**config.mk**
```make
export PLATFORM = sky130hd
export DESIGN_NAME = spmq_ctrl
export DESIGN_NICKNAME = d
export VERILOG_FILES = /design/src/rtl/core/spmq_pkg.sv /design/src/rtl/core/spmq_ctrl.sv
export VERILOG_INCLUDE_DIRS = /design/src /design/src/rtl/core
export SDC_FILE = /design/constraint.sdc
export NUM_CORES = 1
export LEC_CHECK = 0
export BUFFER_PORTS_ARGS = -buffer_cell sky130_fd_sc_hd__buf_2
export CAP_MARGIN = 40
export CORE_AREA = 2 2 39 41
export CTS_BUF_LIST = sky130_fd_sc_hd__clkbuf_8
export CTS_CLUSTER_SIZE = 8
export DETAILED_ROUTE_END_ITERATION = 12
export DIE_AREA = 0 0 41 43
export MAX_ROUTING_LAYER = met4
export PLACE_DENSITY_LB_ADDON = 0.25
export SLEW_MARGIN = 20
export SYNTH_ARGS = -nofsm -noshare
export SYNTH_HDL_FRONTEND = slang
export SYNTH_SLANG_ARGS = --single-unit
```
**constraint.sdc**
```tcl
create_clock -name clk_i -period 1.25 [get_ports clk_i]
set_input_delay 0.1875 -clock clk_i [delete_from_list [all_inputs] [get_ports clk_i]]
set_output_delay 0.1875 -clock clk_i [all_outputs]
set_load 0.1 [all_outputs]
```
**src/rtl/core/strict_priority_multi_queue_assert.svh**
```systemverilog
// assertion macros shared by the strict priority queue rtl
`ifndef STRICT_PRIORITY_MULTI_QUEUE_ASSERT_SVH
`define STRICT_PRIORITY_MULTI_QUEUE_ASSERT_SVH

// property checked at every clock edge outside reset
`define SPMQ_ASSERT(name, prop, msg) \
  name: assert property (@(posedge clk_i) disable iff (!rst_ni) (prop)) else $error(msg);

// condition in one cycle implies a consequence in the next cycle
`define SPMQ_ASSERT_NEXT(name, pre, post, msg) \
  name: assert property (@(posedge clk_i) disable iff (!rst_ni) (pre) |=> (post)) \
    else $error(msg);

`endif

```
**src/rtl/core/spmq_pkg.sv**
```systemverilog
// shared types and constants for the strict priority queue
`timescale 1ns / 1ps

package spmq_pkg;

  localparam int MaxLevelsDef  = 8;
  localparam int LevelDepthDef = 16;
  localparam int DataWidthDef  = 32;

  localparam logic [3:0] LevelsInUseRst = 4'd8;

  typedef enum logic {
    ACT_PUSH = 1'b0,
    ACT_POP  = 1'b1
  } action_e;

  typedef enum logic [1:0] {
    ST_OK        = 2'd0,
    ST_FULL      = 2'd1,
    ST_EMPTY     = 2'd2,
    ST_BAD_LEVEL = 2'd3
  } status_e;

  // controller to datapath commands
  typedef struct packed {
    logic load;  // capture the input transaction
    logic exec;  // apply it and register the result
  } spmq_cmd_t;

endpackage

```
**src/rtl/core/spmq_ctrl.sv**
```systemverilog
// controller fsm: input capture, execute sequencing and result valid
`timescale 1ns / 1ps
`include "strict_priority_multi_queue_assert.svh"

module spmq_ctrl (
  input  logic              clk_i,
  input  logic              rst_ni,
  input  logic              in_valid_i,
  output logic              in_ready_o,
  output logic              out_valid_o,
  input  logic              out_ready_i,
  output spmq_pkg::spmq_cmd_t cmd_o
);
  import spmq_pkg::*;

  typedef enum logic [1:0] {
    S_IDLE = 2'b01,
    S_EXEC = 2'b10
  } state_e;

  state_e state_q, state_d;
  logic   out_valid_q, out_valid_d;
  logic   fire;

  // the result slot is free when empty or being taken this cycle
  assign fire = (state_q == S_EXEC) && (!out_valid_q || out_ready_i);

  always_comb begin
    state_d    = state_q;
    in_ready_o = 1'b0;
    cmd_o      = '0;
    unique case (state_q)
      S_IDLE: begin
        in_ready_o = 1'b1;
        if (in_valid_i) begin
          cmd_o.load = 1'b1;
          state_d    = S_EXEC;
        end
      end
      S_EXEC: begin
        if (fire) begin
          cmd_o.exec = 1'b1;
          state_d    = S_IDLE;
        end
      end
      default: state_d = S_IDLE;
    endcase
  end

  always_comb begin
    out_valid_d = out_valid_q;
    if (cmd_o.exec) begin
      out_valid_d = 1'b1;
    end else if (out_ready_i) begin
      out_valid_d = 1'b0;
    end
  end

  always_ff @(posedge clk_i or negedge rst_ni) begin
    if (!rst_ni) begin
      state_q     <= S_IDLE;
      out_valid_q <= 1'b0;
    end else begin
      state_q     <= state_d;
      out_valid_q <= out_valid_d;
    end
  end

  assign out_valid_o = out_valid_q;

  `SPMQ_ASSERT_NEXT(a_load_then_exec, cmd_o.load, state_q == S_EXEC, "capture did not enter execute")
  `SPMQ_ASSERT_NEXT(a_exec_gives_result, cmd_o.exec, out_valid_q, "execute produced no result")
  `SPMQ_ASSERT(a_load_exec_excl, !(cmd_o.load && cmd_o.exec), "capture and execute overlap")

endmodule

```
==> reports/metrics.yaml, run 1 <==
outcome:
  status: "finished, violations left"
  violations: "setup timing"
cts:
  clk_path_buf_depth: 2
  cts_max_level: 1
  cts_buffers: 3
  clock-sinks: 3
  clk_latency_ns: 0.22
  cts_tree: "done"
  clk_pin_slew_ns: 0.03
  cts_root_buf: "clkbuf_8"
critical_path:
  max_stage_delay_ns: 0.54
  cp.required_ns: 1.06
  ff2ff_path_depth: 4
  crit_end: "cmd_o[1]"
  worstPathCellList: "and3b_4, buf_12"
  timing.rr.start: "state_q[0]$_DFFE_PN1P_"
  cp_slowest_cell: "dfstp_2"
  cpLargestDelayFamily: "flip-flops"
  cp-start-kind: "flip-flop"
  timing.rr.end: "state_q[0]$_DFFE_PN1P_"
  cp_num_cells: 2
  end_kind: "output port"
  worstPathMaxFanout: 3
  critPathKind: "reg -> out"
  startpoint: "state_q[0]$_DFFE_PN1P_"
  path_buf_inv: 1
  arrival_ns: 1.14
  rrSetupSlack_ns: 0.16
floorplanning:
  die_h_um: 43
  coreArea_sq_mm: 0.00138
  num_rows: 14
  start_util_pct: 9.95
  chipWidth_um: 41
  ios: 8
  die_area_sq_mm: 0.00176
sta:
  slew_violations: 0
  worstMarginPinSlew_ns: 0.120
  slew_headroom_pct: 92.0
  fmax_ghz: 0.753
  fin_ws_ns: -0.0777
  rsz0062_at_grt: "true"
  skew_ns: 0.000888
  period_share_pct: 106
  min_period_ns: 1.33
  finalHoldViolCount: 0
  setup_viol: 3
  whs_ns: 0.121
final_layout:
  stdcell_count: 46
  stdcell_area_sq_um: 392
  multi_input_area_sq_um: 87.6
  fill_cells: 145
  regArea_sq_um: 81.3
  drive_gt1_share_pct: 83.3
  diodes: 0
  nets: 35
  syn_to_final_growth_pct: 185
pwr:
  power_frac_clock_pct: 39.9
  p_int_mw: 0.450
  sequentialPowerShare_pct: 18.5
  power.leakage_nw: 0.196
  comb_power_share_pct: 41.6
  p_switching_mw: 0.235
  peakVddDrop_mv: 0.713
  powerDensity_mw_per_mm2: 1750
  switching_share_pct: 34.3
logic_synthesis:
  ys_seq_elements: 3
  synth-compound-area-share_pct: 11.8
  synthMuxAreaShare_pct: 0
  ys.warnings.count: 0
  netlist_instances: 12
  yosysSeqAreaShare_pct: 55.5
  avgSynthCellArea_sq_um: 11.5
  synth_cell_types: 9
  syn_area_sq_um: 138
  synth_fp_nets: 16
  yosys.area_share.simple_pct: 27.3
  synth_xor_area_share_pct: 0
  synthAdderAreaFrac_pct: 0
  synth_top_family_by_area: "simple AND/OR/NAND/NOR gates"
global_route:
  grt_pass1_vias: 154
  grt_pass1_wl_um: 648
  overflow: 0
  grt_use_total_pct: 6.91
  grt_max_degree: 5
  antenna_found_initial: 0
drt:
  vias: 157
  via_per_inst: 3.41
  wl_per_cell_um: 8.96
  first_pass_iters: 1
  wl_um: 412
  drc_errors: 0
  ant_nets: 0
  drt_iter0_markers: 0
min_path:
  hp-class: "in -> reg"
flow_run:
  maxCapViolCount: 0
place:
  dp.cells: 35
  place.port_buffers: 7
  gp_congestion: 0.672
  place_area_sq_um: 283
logic make-up (layout without fill, tap and decap cells):
logic type / after synthesis / after routing
buf+inv: 1 / 19
simple gates: 6 / 6
flops: 3 / 3
compound gates: 2 / 2
cells in the final DEF (no fill, tap or decap), types with 2 or more instances in the layout:
master / Yosys / final
buf_12: 0 / 4
nand2b_4: 0 / 2
clkbuf_8: 0 / 3
buf_2: 0 / 3
nor2b_4: 0 / 2
buf_4: 1 / 7
per-layer routing:
metal / up-vias / track usage, % / part of all wire (%)
met4: 0 / 10.0 / 8.0
li1: 74 / - / -
met2: 11 / 5.94 / 37
met3: 4 / 4.71 / 13
met5: - / - / 0
met1: 68 / 7.77 / 42
power groups by stage:
stage | Clock, mW | Combinational, mW | Sequential (mW)
floorplan | 0 | 0.137 | 0.157
global placement | 0 | 0.241 | 0.130
detailed placement | 0 | 0.241 | 0.131
CTS | 0.280 | 0.272 | 0.127
global route | 0.289 | 0.297 | 0.129
finish | 0.274 | 0.285 | 0.127
how the worst min path moves through the flow:
stage	startpoint	endpoint	slack (ns)	depth (start not counted)
after floorplan	rst_ni	state_q[1]$_DFFE_PN0P_	-0.11	0
after global routing	in_valid_i	state_q[0]$_DFFE_PN1P_	0.14	2
after global placement	rst_ni	out_valid_o$_DFFE_PN0P_	-0.02	1
after detailed placement	rst_ni	out_valid_o$_DFFE_PN0P_	-0.01	1
after CTS	in_valid_i	state_q[0]$_DFFE_PN1P_	0.12	2
final	in_valid_i	state_q[0]$_DFFE_PN1P_	0.12	2
Yosys cell counts:
library cell / n / area (sq um)
dfrtp_1: 2 / 50.1
nand2b_1: 2 / 12.5
nor2b_1: 2 / 12.5
a2bb2oi_1: 1 / 8.76
and3b_1: 1 / 8.76
buf_4: 1 / 7.51
dfstp_2: 1 / 26.3
nand2_1: 1 / 3.75
o21bai_1: 1 / 7.51
through the flow:
| step | worst slack (ns) | total power, mW | util, % | TNS, ns |
|---|---|---|---|---|
| finish | -0.0777 | 0.685 | 28.3 | -0.166 |
| global route | -0.109 | 0.715 | 28.3 | -0.269 |
| CTS | -0.0858 | 0.679 | 26.7 | -0.215 |
| detailed placement | 0.143 | 0.372 | 20.4 | 0 |
| global placement | 0.153 | 0.370 | 20.4 | 0 |
| floorplan | -0.0209 | 0.294 | - | -0.0249 |
sequential cells by signal (all words and copies together), names as in the netlist:
| name | flops |
|---|---|
| state_q | 2 |
| out_valid_o | 1 |
timing repair:
item                                   CTS  global route
setup endpoints to repair                3             3
gates resized for setup                  2             0
endpoints found under the hold margin    3             0
hold buffers                             1             0
setup buffers                            3             3
layout make-up:
type,instances,share of cell area (%)
Multi-Input combinational cell,8,22.4
Clock inverter,1,0.958
Sequential cell,3,20.8
Tap cell,16,5.11
Clock buffer,3,10.5
Timing Repair Buffer,15,40.3
Power figures use the tool's default switching activity.
==> run 2: changes to the inputs <==
--- a/config.mk
+++ b/config.mk
@@ -15,6 +15,7 @@
 export DIE_AREA = 0 0 41 43
 export MAX_ROUTING_LAYER = met4
 export PLACE_DENSITY_LB_ADDON = 0.25
+export REMOVE_ABC_BUFFERS = 1
 export SLEW_MARGIN = 20
 export SYNTH_ARGS = -nofsm -noshare
 export SYNTH_HDL_FRONTEND = slang
==> run 2 against run 1 <==
The flow still finishes with violations (setup timing). Combinational power is 8.8% lower. Register-to-register slack hardly changed. Sequential power hardly changed. Worst setup slack better by 0.0039 ns. Largest cell class unchanged.
==> reports/metrics.yaml, run 2 (synthesized netlist as in run 1, its figures left out) <==
drt:
  drt_iter0_markers: 3  # +3
  via_per_inst: 3.34  # -2.1%
  drc_errors: 0  # unchanged
  wl_um: 410  # -0.49%
  first_pass_iters: 2  # +1
  ant_nets: 0  # unchanged
  wl_per_cell_um: 9.32  # +4.0%
  vias: 147  # -6.4%
sta:
  finalHoldViolCount: 0  # unchanged
  fmax_ghz: 0.755  # +0.30%
  slew_violations: 0  # unchanged
  skew_ns: 0.000811  # -0.0000774 ns
  setup_viol: 3  # unchanged
  slew_headroom_pct: 86.3  # -5.8 points
  period_share_pct: 106  # -0.32 points
  fin_ws_ns: -0.0737  # +0.00395 ns
  worstMarginPinSlew_ns: 0.206  # +0.0866 ns
  rsz0062_at_grt: "true"
  min_period_ns: 1.32  # -0.00394 ns
floorplanning:
  start_util_pct: 9.95  # unchanged
  num_rows: 14  # unchanged
  ios: 8  # unchanged
  chipWidth_um: 41  # unchanged
  die_area_sq_mm: 0.00176  # unchanged
  coreArea_sq_mm: 0.00138  # unchanged
  die_h_um: 43  # unchanged
global_route:
  grt_util_met1_pct: 6.80  # -0.97 points
  grt_max_degree: 4  # -1
  grt_pass1_wl_um: 621  # -4.2%
  grt_use_met2_pct: 6.56  # +0.63 points
  grt_use_total_pct: 6.19  # -0.72 points
  grt_pass1_vias: 151  # -1.9%
  antenna_found_initial: 0  # unchanged
  grt_use_met3_pct: 4.71  # unchanged
  overflow: 0  # unchanged
  busiest_layer: "met1"
pwr:
  power_frac_clock_pct: 41.1  # +1.2 points
  switching_share_pct: 34.7  # +0.44 points
  sequentialPowerShare_pct: 19.3  # +0.8 points
  powerDensity_mw_per_mm2: 1820  # +4.0%
  comb_power_share_pct: 39.6  # -2.0 points
  p_total_mw: 0.658  # -4.0%
  power.leakage_nw: 0.184  # -6.3%
  peakVddDrop_mv: 0.599  # -16%
  p_int_mw: 0.430  # -4.6%
  p_switching_mw: 0.228  # -2.8%
cts:
  cts_buffers: 3  # unchanged
  clk_latency_ns: 0.21  # about the same
  cts_max_level: 1  # unchanged
  clk_path_buf_depth: 2  # unchanged
  cts_tree: "done"
  clk_pin_slew_ns: 0.03  # about the same
  clock-sinks: 3  # unchanged
  cts_root_buf: "clkbuf_8"
final_layout:
  regArea_sq_um: 76.3  # -6.2%
  post-route-util_pct: 26.1  # -2.2 points
  multi_input_area_sq_um: 77.6  # -11%
  drive_gt1_share_pct: 71.4  # -12 points
  top_register: "state_q"
  nets: 33  # -5.7%
  stdcell_area_sq_um: 362  # -7.7%
  final_cell_mix: "buf_4, buf_12, clkbuf_8, buf_2"
  fill_cells: 155  # +6.9%
  diodes: 0  # unchanged
  stdcell_count: 44  # -4.3%
  syn_to_final_growth_pct: 163
  layout_commonest_cell: "buf_4"
  largest_reg_flops: 2  # unchanged
critical_path:
  arrival_ns: 1.14  # about the same
  critPathKind: "reg -> out"
  end_kind: "output port"
  cp-start-kind: "flip-flop"
  worstPathMaxFanout: 3  # unchanged
  cp.required_ns: 1.06  # about the same
min_path:
  hp-class: "in -> reg"
outcome:
  violations: "setup timing"
  status: "finished, violations left"
flow_run:
  maxCapViolCount: 0  # unchanged
place:
  place_area_sq_um: 253  # -11%
  place_ws_ns: 0.0703  # -0.0728 ns
  gp_congestion: 0.535  # -20%
  dp.cells: 35  # unchanged
  place.port_buffers: 7  # unchanged
run 2: repair_timing:
item | 4_1_cts | 5_1_grt
gates resized for setup | 6 | 0
buffers inserted | 1 | 3
endpoints found under the hold margin | 3 | 0
hold buffers | 1 | 0
setup endpoints to repair | 3 | 3
run 2: worst max-delay path, cell delays in order (launching register included):
cell	delay (ns)
dfstp_2	0.53
and3b_2	0.22
buf_12	0.18
run 2: per-layer routing:
| layer | wire [um] | vias to the layer above |
|---|---|---|
| met5 | 0 | - |
| met1 | 169 | 65 |
| met3 | 50 | 2 |
| li1 | - | 70 |
| met4 | 8 | 0 |
| met2 | 182 | 10 |
run 2: final cells by class:
type	instances	area share, %
clock buffers	3	11.4
well taps	16	5.54
clock inverters	1	1.04
multi-input cells	8	21.5
repair buffers	13	39.4
flip-flops and latches	3	21.1
run 2: power groups by stage:
stage	registers, mW	logic (mW)	clock network, mW
2_1_floorplan	0.149	0.112	0
3_3_place_gp	0.122	0.225	0
3_5_place_dp	0.123	0.227	0
4_1_cts	0.127	0.247	0.282
5_1_grt	0.129	0.269	0.295
6_report	0.127	0.260	0.271
run 2: final timing paths:
| path | from | endpoint | slack, ns | cells after the start |
|---|---|---|---|---|
| max reg2reg | state_q[0]$_DFFE_PN1P_ | state_q[0]$_DFFE_PN1P_ | 0.15 | 4 |
| max | state_q[0]$_DFFE_PN1P_ | cmd_o[1] | -0.07 | 2 |
| min reg2reg | state_q[1]$_DFFE_PN0P_ | state_q[0]$_DFFE_PN1P_ | 0.78 | 3 |
| min in group asynchronous | rst_ni | out_valid_o$_DFFE_PN0P_ | 0.29 | 2 |
| max in group asynchronous | rst_ni | state_q[0]$_DFFE_PN1P_ | 0.76 | 2 |
| min | in_valid_i | state_q[0]$_DFFE_PN1P_ | 0.12 | 2 |
run 2: metrics by stage:
step           setup TNS (ns)  hold WS, ns
3_3_place_gp                0      -0.0167
4_1_cts                -0.152        0.122
5_1_grt                -0.232        0.130
2_1_floorplan           -3.68       -0.108
6_report               -0.127        0.125
3_5_place_dp                0      -0.0130
